<file path="config.mk">
export PLATFORM = sky130hd
export DESIGN_NAME = sha256_stream_hasher_flat
export DESIGN_NICKNAME = d
export VERILOG_FILES = /design/src/hdl/shp_pkg.sv /design/src/hdl/shp_chan_if.sv /design/src/hdl/shp_front.sv /design/src/hdl/shp_fifo.sv /design/src/hdl/shp_core.sv /design/src/hdl/sha256_stream_hasher.sv /design/src/flat_wrapper.sv
export SDC_FILE = /design/constraint.sdc
export NUM_CORES = 2
export LEC_CHECK = 0
export BUFFER_PORTS_ARGS = -buffer_cell sky130_fd_sc_hd__buf_2
export CORE_ASPECT_RATIO = 1.1
export CORE_UTILIZATION = 64
export DETAILED_ROUTE_END_ITERATION = 6
export PLACE_DENSITY = 0.84
export SLEW_MARGIN = 20
export SYNTH_ARGS = -nofsm -noshare
export SYNTH_HDL_FRONTEND = slang
export SYNTH_SLANG_ARGS = --single-unit
</file>
<file path="constraint.sdc">
create_clock -name clock -period 24.4 [get_ports clock]
set_clock_uncertainty 0.2 [all_clocks]
set_input_delay 4.88 -clock clock [delete_from_list [all_inputs] [get_ports clock]]
set_output_delay 4.88 -clock clock [all_outputs]
set_load 0.03 [all_outputs]
</file>
<file path="src/hdl/shp_pkg.sv">
// ----------------------------------------------------------------------------
// SHA-256 stream hasher package
// Types, constants and round functions shared by the hasher modules.
// ----------------------------------------------------------------------------
package shp_pkg;

   localparam int QUEUE_DEPTH = 4;

   typedef struct packed {
      logic [7:0] data_byte;
      logic       has_byte;
      logic       end_of_message;
   } req_item_type;

   typedef struct packed {
      logic [31:0] digest_word;
      logic [2:0]  word_index;
      logic        last_word;
   } rsp_item_type;

   typedef enum logic [1:0] {
      OP_BYTE,
      OP_END,
      OP_BYTE_END
   } op_type;

   typedef struct packed {
      op_type     op;
      logic [7:0] data_byte;
   } entry_type;

   typedef enum logic [2:0] {
      ST_IDLE,
      ST_PAD,
      ST_LOAD,
      ST_RND,
      ST_ADD,
      ST_OUT
   } state_type;

   typedef struct packed {
      state_type  state;
      logic [5:0] rnd;
   } core_status_type;

   localparam logic [7:0] PAD_BYTE = 8'h80;
   localparam logic [5:0] LEN_POS  = 6'd56;

   localparam logic [31:0] ROUND_K [64] = '{
      32'h428a2f98, 32'h71374491, 32'hb5c0fbcf, 32'he9b5dba5,
      32'h3956c25b, 32'h59f111f1, 32'h923f82a4, 32'hab1c5ed5,
      32'hd807aa98, 32'h12835b01, 32'h243185be, 32'h550c7dc3,
      32'h72be5d74, 32'h80deb1fe, 32'h9bdc06a7, 32'hc19bf174,
      32'he49b69c1, 32'hefbe4786, 32'h0fc19dc6, 32'h240ca1cc,
      32'h2de92c6f, 32'h4a7484aa, 32'h5cb0a9dc, 32'h76f988da,
      32'h983e5152, 32'ha831c66d, 32'hb00327c8, 32'hbf597fc7,
      32'hc6e00bf3, 32'hd5a79147, 32'h06ca6351, 32'h14292967,
      32'h27b70a85, 32'h2e1b2138, 32'h4d2c6dfc, 32'h53380d13,
      32'h650a7354, 32'h766a0abb, 32'h81c2c92e, 32'h92722c85,
      32'ha2bfe8a1, 32'ha81a664b, 32'hc24b8b70, 32'hc76c51a3,
      32'hd192e819, 32'hd6990624, 32'hf40e3585, 32'h106aa070,
      32'h19a4c116, 32'h1e376c08, 32'h2748774c, 32'h34b0bcb5,
      32'h391c0cb3, 32'h4ed8aa4a, 32'h5b9cca4f, 32'h682e6ff3,
      32'h748f82ee, 32'h78a5636f, 32'h84c87814, 32'h8cc70208,
      32'h90befffa, 32'ha4506ceb, 32'hbef9a3f7, 32'hc67178f2
   };

   localparam logic [31:0] INIT_H [8] = '{
      32'h6a09e667, 32'hbb67ae85, 32'h3c6ef372, 32'ha54ff53a,
      32'h510e527f, 32'h9b05688c, 32'h1f83d9ab, 32'h5be0cd19
   };

   function automatic logic [31:0] big_sigma0(input logic [31:0] x);
      return {x[1:0], x[31:2]} ^ {x[12:0], x[31:13]} ^ {x[21:0], x[31:22]};
   endfunction

   function automatic logic [31:0] big_sigma1(input logic [31:0] x);
      return {x[5:0], x[31:6]} ^ {x[10:0], x[31:11]} ^ {x[24:0], x[31:25]};
   endfunction

   function automatic logic [31:0] small_sigma0(input logic [31:0] x);
      return {x[6:0], x[31:7]} ^ {x[17:0], x[31:18]} ^ {3'b000, x[31:3]};
   endfunction

   function automatic logic [31:0] small_sigma1(input logic [31:0] x);
      return {x[16:0], x[31:17]} ^ {x[18:0], x[31:19]} ^ {10'd0, x[31:10]};
   endfunction

endpackage

</file>
<file path="src/hdl/shp_chan_if.sv">
// ----------------------------------------------------------------------------
// Stream channel
// Valid/ready channel carrying one payload item per transfer.
// ----------------------------------------------------------------------------
interface shp_chan_if #(parameter type payload_type = logic);
   logic        valid;
   logic        ready;
   payload_type payload;

   modport source (output valid, output payload, input ready);
   modport sink   (input valid, input payload, output ready);
endinterface

</file>
<file path="src/hdl/shp_front.sv">
// ----------------------------------------------------------------------------
// Hasher front end
// Accepts input items, classifies them and drops items that carry nothing.
// ----------------------------------------------------------------------------
module shp_front (
   input  logic       clock,
   input  logic       reset,
   shp_chan_if.sink   req,
   shp_chan_if.source que
);
   import shp_pkg::*;

   logic         ent_valid_ff, ent_valid_in;
   entry_type    ent_ff, ent_in;
   req_item_type item;

   assign item        = req.payload;
   assign req.ready   = !ent_valid_ff || que.ready;
   assign que.valid   = ent_valid_ff;
   assign que.payload = ent_ff;

   always_comb begin
      ent_valid_in = ent_valid_ff && !que.ready;
      ent_in       = ent_ff;
      if (req.valid && req.ready) begin
         ent_valid_in      = item.has_byte || item.end_of_message;
         ent_in.data_byte  = item.data_byte;
         priority if (item.has_byte && item.end_of_message) begin
            ent_in.op = OP_BYTE_END;
         end else if (item.has_byte) begin
            ent_in.op = OP_BYTE;
         end else begin
            ent_in.op = OP_END;
         end
      end
   end

   always_ff @(posedge clock) begin
      if (reset) begin
         ent_valid_ff <= 1'b0;
      end else begin
         ent_valid_ff <= ent_valid_in;
      end
      ent_ff <= ent_in;
   end
endmodule

</file>
<file path="src/hdl/shp_fifo.sv">
// ----------------------------------------------------------------------------
// Hasher queue
// Small first-in first-out queue between the front end and the core.
// ----------------------------------------------------------------------------
module shp_fifo #(
   parameter int Depth = shp_pkg::QUEUE_DEPTH
) (
   input  logic       clock,
   input  logic       reset,
   shp_chan_if.sink   wr,
   shp_chan_if.source rd
);
   import shp_pkg::*;

   localparam int PtrW = $clog2(Depth);
   localparam int CntW = $clog2(Depth + 1);

   entry_type         mem [Depth];
   logic [PtrW-1:0]   wr_ptr_ff, rd_ptr_ff;
   logic [CntW-1:0]   level_ff, level_in;
   logic              push, pop;

   assign wr.ready   = level_ff != CntW'(Depth);
   assign rd.valid   = level_ff != '0;
   assign rd.payload = mem[rd_ptr_ff];
   assign push       = wr.valid && wr.ready;
   assign pop        = rd.valid && rd.ready;

   always_comb begin
      level_in = level_ff;
      unique case ({push, pop})
         2'b10:   level_in = level_ff + CntW'(1);
         2'b01:   level_in = level_ff - CntW'(1);
         default: level_in = level_ff;
      endcase
   end

   always_ff @(posedge clock) begin
      if (reset) begin
         wr_ptr_ff <= '0;
         rd_ptr_ff <= '0;
         level_ff  <= '0;
      end else begin
         level_ff <= level_in;
         if (push) begin
            wr_ptr_ff <= (wr_ptr_ff == PtrW'(Depth - 1)) ? '0 : wr_ptr_ff + PtrW'(1);
         end
         if (pop) begin
            rd_ptr_ff <= (rd_ptr_ff == PtrW'(Depth - 1)) ? '0 : rd_ptr_ff + PtrW'(1);
         end
      end
      if (push) begin
         mem[wr_ptr_ff] <= wr.payload;
      end
   end
endmodule

</file>
<file path="src/hdl/shp_core.sv">
// ----------------------------------------------------------------------------
// Hasher core
// Block buffer, padding, 64-round compression and digest read-out.
// ----------------------------------------------------------------------------
module shp_core (
   input  logic                     clock,
   input  logic                     reset,
   shp_chan_if.sink                 que,
   shp_chan_if.source               rsp,
   output shp_pkg::core_status_type status
);
   import shp_pkg::*;

   state_type     state_ff, state_in;
   logic [31:0]   h_ff [8];
   logic [31:0]   h_in [8];
   logic [31:0]   v_ff [8];
   logic [31:0]   v_in [8];
   logic [31:0]   w_ff [16];
   logic [31:0]   w_in [16];
   logic [63:0]   len_ff, len_in;
   logic [5:0]    rnd_ff, rnd_in;
   logic [2:0]    idx_ff, idx_in;
   logic          pend_ff, pend_in;
   logic          extra_ff, extra_in;
   logic          final_ff, final_in;
   logic [5:0]    pos;
   logic [1:0]    lane;
   logic [31:0]   t1, t2, w_new;
   entry_type     ent;
   rsp_item_type  out_item;

   assign pos  = len_ff[8:3];
   assign lane = ~pos[1:0];
   assign ent  = que.payload;

   assign t1 = v_ff[7] + big_sigma1(v_ff[4]) + ((v_ff[4] & v_ff[5]) ^ (~v_ff[4] & v_ff[6]))
             + ROUND_K[rnd_ff] + w_ff[0];
   assign t2 = big_sigma0(v_ff[0])
             + ((v_ff[0] & v_ff[1]) ^ (v_ff[0] & v_ff[2]) ^ (v_ff[1] & v_ff[2]));
   assign w_new = small_sigma1(w_ff[14]) + w_ff[9] + small_sigma0(w_ff[1]) + w_ff[0];

   assign que.ready = state_ff == ST_IDLE;
   assign rsp.valid = state_ff == ST_OUT;
   assign out_item.digest_word = h_ff[idx_ff];
   assign out_item.word_index  = idx_ff;
   assign out_item.last_word   = idx_ff == 3'd7;
   assign rsp.payload = out_item;
   assign status.state = state_ff;
   assign status.rnd   = rnd_ff;

   always_comb begin
      state_in = state_ff;
      h_in     = h_ff;
      v_in     = v_ff;
      w_in     = w_ff;
      len_in   = len_ff;
      rnd_in   = rnd_ff;
      idx_in   = idx_ff;
      pend_in  = pend_ff;
      extra_in = extra_ff;
      final_in = final_ff;
      unique case (state_ff)
         ST_IDLE: begin
            if (que.valid) begin
               if (ent.op != OP_END) begin
                  w_in[pos[5:2]][{lane, 3'b000} +: 8] = ent.data_byte;
                  len_in = len_ff + 64'd8;
                  if (pos == 6'd63) begin
                     pend_in  = ent.op == OP_BYTE_END;
                     state_in = ST_LOAD;
                  end else if (ent.op == OP_BYTE_END) begin
                     state_in = ST_PAD;
                  end
               end else begin
                  state_in = ST_PAD;
               end
            end
         end
         ST_PAD: begin
            // Bytes before the fill position are kept, the marker goes at it,
            // and everything after it is cleared.
            for (int j = 0; j < 16; j++) begin
               for (int l = 0; l < 4; l++) begin
                  if (6'(4 * j + l) == pos) begin
                     w_in[j][8 * (3 - l) +: 8] = PAD_BYTE;
                  end else if (6'(4 * j + l) > pos) begin
                     w_in[j][8 * (3 - l) +: 8] = 8'd0;
                  end
               end
            end
            if (pos >= LEN_POS) begin
               extra_in = 1'b1;
            end else begin
               w_in[14] = len_ff[63:32];
               w_in[15] = len_ff[31:0];
               final_in = 1'b1;
            end
            state_in = ST_LOAD;
         end
         ST_LOAD: begin
            v_in     = h_ff;
            rnd_in   = '0;
            state_in = ST_RND;
         end
         ST_RND: begin
            v_in[0] = t1 + t2;
            v_in[1] = v_ff[0];
            v_in[2] = v_ff[1];
            v_in[3] = v_ff[2];
            v_in[4] = v_ff[3] + t1;
            v_in[5] = v_ff[4];
            v_in[6] = v_ff[5];
            v_in[7] = v_ff[6];
            for (int i = 0; i < 15; i++) begin
               w_in[i] = w_ff[i + 1];
            end
            w_in[15] = w_new;
            rnd_in   = rnd_ff + 6'd1;
            if (rnd_ff == 6'd63) begin
               state_in = ST_ADD;
            end
         end
         ST_ADD: begin
            for (int i = 0; i < 8; i++) begin
               h_in[i] = h_ff[i] + v_ff[i];
            end
            priority if (final_ff) begin
               idx_in   = '0;
               state_in = ST_OUT;
            end else if (extra_ff) begin
               // The length did not fit: a further block of zeros and length.
               for (int i = 0; i < 14; i++) begin
                  w_in[i] = '0;
               end
               w_in[14] = len_ff[63:32];
               w_in[15] = len_ff[31:0];
               extra_in = 1'b0;
               final_in = 1'b1;
               state_in = ST_LOAD;
            end else if (pend_ff) begin
               pend_in  = 1'b0;
               state_in = ST_PAD;
            end else begin
               state_in = ST_IDLE;
            end
         end
         ST_OUT: begin
            if (rsp.ready) begin
               idx_in = idx_ff + 3'd1;
               if (idx_ff == 3'd7) begin
                  h_in     = INIT_H;
                  len_in   = '0;
                  final_in = 1'b0;
                  state_in = ST_IDLE;
               end
            end
         end
         default: state_in = ST_IDLE;
      endcase
   end

   always_ff @(posedge clock) begin
      if (reset) begin
         state_ff <= ST_IDLE;
         h_ff     <= INIT_H;
         len_ff   <= '0;
         rnd_ff   <= '0;
         idx_ff   <= '0;
         pend_ff  <= 1'b0;
         extra_ff <= 1'b0;
         final_ff <= 1'b0;
      end else begin
         state_ff <= state_in;
         h_ff     <= h_in;
         len_ff   <= len_in;
         rnd_ff   <= rnd_in;
         idx_ff   <= idx_in;
         pend_ff  <= pend_in;
         extra_ff <= extra_in;
         final_ff <= final_in;
      end
      v_ff <= v_in;
      w_ff <= w_in;
   end
endmodule

</file>
<file path="src/hdl/sha256_stream_hasher.sv">
// A byte that fills a block starts a compression (load, 64 rounds, chaining
// add); other bytes are only stored in the core's block buffer.
// A closing item costs one or two compressions plus a padding step, then
// eight digest transfers, one per cycle while the sink is ready.
// Throughput: the single round unit blocks input while busy; else one byte per cycle.
// Reset is synchronous and returns the chaining words and bit count to start.
// ----------------------------------------------------------------------------
// SHA-256 stream hasher
// Byte-wide message input, digest as eight 32-bit words.
// ----------------------------------------------------------------------------
module sha256_stream_hasher #(
   parameter int QueueDepth = shp_pkg::QUEUE_DEPTH
) (
   input  logic       clock,
   input  logic       reset,
   shp_chan_if.sink   req,
   shp_chan_if.source rsp
);
   import shp_pkg::*;

   core_status_type status;

   shp_chan_if #(.payload_type(entry_type)) q_in ();
   shp_chan_if #(.payload_type(entry_type)) q_out ();

   shp_front u_front (
      .clock (clock),
      .reset (reset),
      .req   (req),
      .que   (q_in)
   );

   shp_fifo #(.Depth(QueueDepth)) u_fifo (
      .clock (clock),
      .reset (reset),
      .wr    (q_in),
      .rd    (q_out)
   );

   shp_core u_core (
      .clock  (clock),
      .reset  (reset),
      .que    (q_out),
      .rsp    (rsp),
      .status (status)
   );

`ifndef SYNTH
   a_last_word: assert property (@(posedge clock) disable iff (reset)
      rsp.valid |-> (rsp.payload.last_word == (rsp.payload.word_index == 3'd7)))
      else $error("last word flag does not match word index");

   a_rnd_idle: assert property (@(posedge clock) disable iff (reset)
      (status.rnd != 6'd0) |-> (status.state == ST_RND || status.state == ST_ADD
                                || status.state == ST_OUT || status.state == ST_IDLE
                                || status.state == ST_PAD || status.state == ST_LOAD))
      else $error("round counter in unexpected state");

   a_digest_done: assert property (@(posedge clock) disable iff (reset)
      (rsp.valid && rsp.ready && rsp.payload.last_word) |=> !rsp.valid)
      else $error("digest continued after last word");

   a_reset_quiet: assert property (@(posedge clock)
      $past(reset) |-> !rsp.valid)
      else $error("result valid straight after reset");
`endif
endmodule

</file>
<file path="src/flat_wrapper.sv">
// flat-port wrapper written by rule: the top's interface ports become plain ports
module sha256_stream_hasher_flat import shp_pkg::*;
#(
   parameter int QueueDepth = shp_pkg::QUEUE_DEPTH
)
  (clock, reset, req_valid, req_payload, req_ready, rsp_valid, rsp_payload, rsp_ready);
  shp_chan_if #(.payload_type(req_item_type)) req_i ();
  shp_chan_if #(.payload_type(rsp_item_type)) rsp_i ();
  input  logic clock;
  input  logic reset;
  input wire logic [$bits(req_i.valid)-1:0] req_valid;
  input wire logic [$bits(req_i.payload)-1:0] req_payload;
  output wire logic [$bits(req_i.ready)-1:0] req_ready;
  output wire logic [$bits(rsp_i.valid)-1:0] rsp_valid;
  output wire logic [$bits(rsp_i.payload)-1:0] rsp_payload;
  input wire logic [$bits(rsp_i.ready)-1:0] rsp_ready;
  assign req_i.valid = req_valid;
  assign req_i.payload = req_payload;
  assign req_ready = req_i.ready;
  assign rsp_valid = rsp_i.valid;
  assign rsp_payload = rsp_i.payload;
  assign rsp_i.ready = rsp_ready;
  sha256_stream_hasher #(.QueueDepth(QueueDepth)) u_core (.clock(clock), .reset(reset), .req(req_i), .rsp(rsp_i));
endmodule
</file>
Word-level counts from Yosys, hierarchy flattened

Memory sizes are Yosys's and may differ from the RTL's. A register that Yosys moved wholly into a read port is not among the register bits.
Index checks and enable logic that the tools add are counted.

Bits in registers: 1121
RAM bits: 40
Memory bits (read-only): 2048
Memories: 2

$add $sub $neg: 26
Order comparisons: 69
Equal/unequal tests: 155
Shift operators: 2
Mux-type cells: 190
Bitwise logic cells: 21
Reduce and logical (&&, ||, !) cells: 92

Memory list:

| memory            | words | width | read ports | clocked after Yosys merged registers in | wr ports | RTL line       | text |
|---|---|---|---|---|---|---|---|
| (name not given)  | 64    | 32    | 1          | 0                                       | 0        | shp_core.sv:38 | `+ ROUND_K[rnd_ff] + w_ff[0];` |
| u_core.u_fifo.mem | 4     | 10    | 1          | 1                                       | 1        | shp_fifo.sv:18 | `entry_type mem [Depth];` |

Operators with widths:

| kind                                                                 | number |
|---|---|
| 512-bit two-way mux                                                  | 4 |
| 512-bit one-hot mux with 4 select lines                              | 1 |
| 8-bit two-way mux                                                    | 128 |
| 256-bit one-hot mux with 2 select lines                              | 2 |
| 32-bit adder                                                         | 18 |
| 512-bit bitwise mux                                                  | 1 |
| 256-bit two-way mux                                                  | 2 |
| 6-bit AND reduction                                                  | 65 |
| 64-bit two-way mux                                                   | 5 |
| 32-bit bitwise XOR                                                   | 9 |
| 6-bit equality test, first input constant                            | 32 |
| 6-bit > comparator, first input constant                             | 32 |
| 3-bit != test, second input constant                                 | 57 |
| 32-bit AND                                                           | 5 |
| 32-bit two-way mux                                                   | 5 |
| 32-bit demux with 4-bit select                                       | 1 |
| 64-bit one-hot mux with 2 select lines                               | 1 |
| 32-bit binary-select mux with 3-bit select                           | 1 |
| 5-bit by 6-bit equality test with 1-bit output, first input constant | 16 |
| 5-bit by 6-bit > comparator with 1-bit output, first input constant  | 16 |
| 64-bit by 4-bit adder with 64-bit output, second input constant      | 1 |
| 4-bit by 6-bit equality test with 1-bit output, first input constant | 8 |
| 4-bit by 6-bit > comparator with 1-bit output, first input constant  | 8 |
| 4-bit != test, second input constant                                 | 9 |
| other kinds (52)                                                     | 128 |

Longest topological paths before layout

Depth in word-level cells: 9
Depth in mapped cells: 36
Mapped depth without buffers: 34

Modules after synthesis

From an unflattened synthesis, not the netlist that was laid out.

Cell total of the unflattened synthesis: 8154
Area total of the unflattened synthesis: 76395.8 um^2

Modules (own cells, without submodules):

| module    | times used | cells an instance | area each (um^2) | seq. area each (um^2) |
|---|---|---|---|---|
| shp_core  | 1          | 8033              | 74101.1          | 29708.5 |
| shp_fifo  | 1          | 104               | 1931.9           | 1381.3 |
| shp_front | 1          | 17                | 362.8            | 320.3 |

Worst setup path before layout

OpenSTA, ideal clock, no wires.

Kind: register to register
From: reg u_core.u_core.rnd_ff[2]
To: reg u_core.u_core.v_ff[255] (netlist name) (data pin)
Library setup time: 0.269 ns
Data arrival time: 7.361 ns
Data required time: 23.931 ns
Setup slack: 16.569 ns
Cell stages (with the launch flop): 35
Path buffers: 3
Clock period less this slack: 7.831 ns
Path through: dfxtp_1 > inv_1 > clkbuf_1 > buf_1 > fa_1 > nor2b_1 > a21oi_1 > nor2_1 > o21ai_0 > o21ai_0 > fa_1 > inv_1 > ha_1 > clkbuf_1 > a21o_1 > a21o_1 > a21o_1 > a21o_1 > a21oi_1 > nor2b_1 > o41a_1 > o21ai_0 > nand2b_1 > xor2_1 > fa_1 > ha_1 > a21o_1 > a21o_1 > a21oi_1 > o21ai_0 > a21o_1 > o41ai_1 > xnor2_1 > xnor2_1 > o21ai_0

RTL lines:

| element                  | RTL line        | text |
|---|---|---|
| start: declaration       | shp_core.sv:22  | `logic [5:0] rnd_ff, rnd_in;` |
| start signal: assignment | shp_core.sv:177 | `rnd_ff <= rnd_in;` |
| end signal: assignment   | shp_core.sv:183 | `v_ff <= v_in;` |
| end: declaration         | shp_core.sv:17  | `logic [31:0] v_ff [8];` |

==> impl_results.md <==
* P&R area growth vs syn at 7.384%
* Slowest-stage cell, CP: dfxtp_1
* Largest net degree at the start of global routing at about 120
* WP data required at 24670 ps
* Max VDD drop at 0.1614 mV
* Die area at 121200 sq um
* Hold Vio Cnt, Final at 0
* WHS at 299.1 ps
* Final Critical Period at 10270 ps
* Final setup fails at 0
* DRT iter0 DRCs at approximately 9.4k
* Ys Warns at 0
* Mean Syn Cell Area at 9.320 sq um
* Die height at 365.0 microns
* DRC at 6
* CP arrival at about 11000 ps
* Leakage power at 30.75 nW
* Htree depth at 3
* EDFF count, synth at 818
* Cells after synthesis at 8225
* Pwr dens at 127.0 nW/um^2
* Status: complete, but fails checks
* Rows at 132
* Layout cell share with drive strength beyond 1 at 0.06977
* Post-DRT Antenna Nets at 0
* WL/cell at 28.36 microns
* Yosys reg bits at between 1k and 1.5k
* Syn Std Cell Area at 76660 sq um
* Num CTS Buffers at 120
* Pre-Repair DR Iteration Count at 7
* Width of the die at 332.0 microns
* Final Cell Area at 82320 sq um
* Port buffer count at 51
* Syn nets at 8846
* Util after Layout at 0.6961
* Clk sink count at 1160
* CTS tree: done
* Max-slew violation count at 0
* Crit Path Class: reg -> reg
* Insertion delay to the later sink of the worst-skew pair at 830 ps
* Vias post-DR at 66.73k
* Total negative slack at 0 ps
* Final HPWL DP at 197.9 mm
* MaxCap Viol Count at 0
* RePlAce Congestion at 1.090
* CP delay by family, top: compound AO/OA/AOI/OAI gates
* Most used cell, CP: a21o_1
* Core footprint at around 120000 sq um
* Global-route wire length before repair at 404.8 mm
* # IOs at 52
* Synth top area share at 0.3204
* Type of the worst min-delay path: reg -> reg
* Cts hold-fix bufs at 0
* Initial Util at 0.6483
* Clock root cell: clkbuf_16
* Distinct cells, synth at 96
* Achievable frequency at approximately 100 MHz
* Area after DPL at 77920 sq um
* Final cycle utilization of the critical path at 0.4207
* Buf/Inv on CP at 3
* Slew HR at 0.2032
* Crit-path max FO at 23
* Worst R2R Setup Slack at 14130 ps
* Nets at 8657
* Cts repair resizes at 0
* Asr flop ratio synth at 0
* Sequential-to-total area share from yosys stat at 0.4097
* Clk buf depth at 3
* Initial antenna violation count at 16
* Gr usage total at 0.4468
* Largest stage delay on the critical path at between 900 and 1000 ps
* Vias/cell at 6.890
* Worst slew pin tran at around 1200 ps
* Final wirelength at 274.6 mm
* Leading area contributor after synthesis: edfxtp_1
* GRT overflow at 0
* Reg clk slew, reported paths at 60 ps
* Synth area leaders: edfxtp_1 (32%), dfxtp_1 (8.9%), nand2_1 (7.5%)
* RSZ-0062 raised after global routing: false
* Vias in the first global route at 64.47k
* Post-CTS Repair Setup Buffers at 0
* Final total power at ~10 mW
* Predominant post-synthesis flop cell: edfxtp_1
* Failing checks: design-rule violations
* Critical Path End Type: flop
* Startpoint Class: flop
## metal layers
metal  vias to the layer above  share of wire  GRT usage
met4                        20           0.10     0.3932
met3                      1322           0.11     0.1060
met1                     31880           0.34     0.5120
li1                      28842              -          -
met2                      4663           0.45     0.7060
met5                         -        0.00051          0
## path summary, 6_finish.rpt
check	depth (start not counted)	endpoint	start
max	29	u_core.u_core.v_ff[254]$_DFFE_PP_	u_core.u_core.rnd_ff[0]$_SDFFE_PP0P_
min	0	u_core.u_fifo.mem[0][1]$_DFFE_PP_	u_core.u_front.que.payload[1]$_DFFE_PP_
max reg2reg	29	u_core.u_core.v_ff[254]$_DFFE_PP_	u_core.u_core.rnd_ff[0]$_SDFFE_PP0P_
min reg2reg	0	u_core.u_fifo.mem[0][1]$_DFFE_PP_	u_core.u_front.que.payload[1]$_DFFE_PP_
## layout make-up
type                       count  area, sq um
clock inverter                64        899.6
antenna                        2        5.005
timing repair buffer         140        940.9
tap                         1541         1928
clock buffer                 163         3406
fill                        8776        35930
sequential                  1160        31430
inverter                     351         1325
multi-input combinational   6263        42390
## sequential cells by signal, summed over array words and instances (netlist names), named ones only
register	count
u_core.u_core.len_ff	61
u_core.u_fifo.wr_ptr_ff	2
u_core.u_core.w_ff	512
u_core.u_core.state_ff	3
u_core.u_fifo.rd_ptr_ff	2
u_core.u_core.extra_ff	1
u_core.u_core.h_ff	256
u_core.u_core.idx_ff	3
u_core.u_core.v_ff	256
u_core.u_core.pend_ff	1
u_core.u_core.final_ff	1
u_core.u_fifo.mem	40
u_core.u_core.rnd_ff	6
u_core.u_front.que.payload	10
u_core.u_fifo.level_ff	3
u_core.u_front.que.valid	1
## worst reg2reg max path: cells and delay by family (launching register included)
kind | cells | cell delay (ps)
AND/OR/NAND/NOR | 4 | 670
XOR/XNOR | 2 | 550
adder cells (fa/ha/maj) | 5 | 2660
AO/OA/AOI/OAI | 15 | 3790
buffers and inverters | 3 | 1080
flip-flops | 1 | 980
## report_power, final
part | leakage, nW | internal, mW | switching, mW
sequential | 10.2 | 2.29 | 0.143
clock | 2.10 | 1.15 | 0.862
combinational | 18.5 | 2.34 | 3.67
total | 30.8 | 5.79 | 4.67
## cells in the final DEF (no fill, tap or decap), types with 24 or more instances in the layout
| cell | instances |
|---|---|
| a211oi_1 | 47 |
| a21o_1 | 181 |
| a21oi_1 | 474 |
| a22o_1 | 28 |
| a22oi_1 | 109 |
| a31oi_1 | 44 |
| and3_1 | 66 |
| buf_2 | 50 |
| buf_4 | 86 |
| clkbuf_16 | 123 |
| dfxtp_1 | 336 |
| edfxtp_1 | 818 |
| fa_1 | 198 |
| ha_1 | 409 |
| inv_1 | 346 |
| maj3_1 | 30 |
| mux2_2 | 64 |
| mux4_2 | 79 |
| nand2_1 | 1530 |
| nand2b_1 | 135 |
| nand3_1 | 99 |
| nand4_1 | 24 |
| nor2_1 | 460 |
| nor2b_1 | 58 |
| nor3_1 | 82 |
| nor4_1 | 26 |
| o211ai_1 | 31 |
| o21a_1 | 49 |
| o21ai_0 | 856 |
| o21bai_1 | 48 |
| o221ai_1 | 27 |
| o22ai_1 | 96 |
| o31ai_1 | 34 |
| or3_1 | 50 |
| xnor2_1 | 393 |
| xor2_1 | 214 |
## cell families (layout without fill, tap and decap cells)
logic type,count (synthesis),in the layout,synth area share
and+or+nand+nor,2643,2643,0.1485
other,0,2,0
buffers and inverters,802,718,0.03987
xor gates and xnor gates,607,607,0.06935
DFF,1160,1160,0.4097
muxes,161,161,0.03496
AOI/OAI and AO/OA,2215,2215,0.1752
adders and majority gates,637,637,0.1224
## per-stage QoR
step	setup WS [ps]	cells
after floorplan	16570	8225
after global placement	14610	9453
after detailed placement	14420	9453
after CTS	14340	9680
after global routing	13610	9682
final	14130	9684
## Yosys cell counts (96+ instances only)
cell,number
a21o_1,182
a21oi_1,478
a22oi_1,109
clkbuf_1,406
dfxtp_1,342
edfxtp_1,818
fa_1,198
ha_1,409
inv_1,347
nand2_1,1535
nand2b_1,135
nand3_1,99
nor2_1,466
o21ai_0,858
o22ai_1,96
xnor2_1,393
xor2_1,214
(Power assumes the default switching activity.)
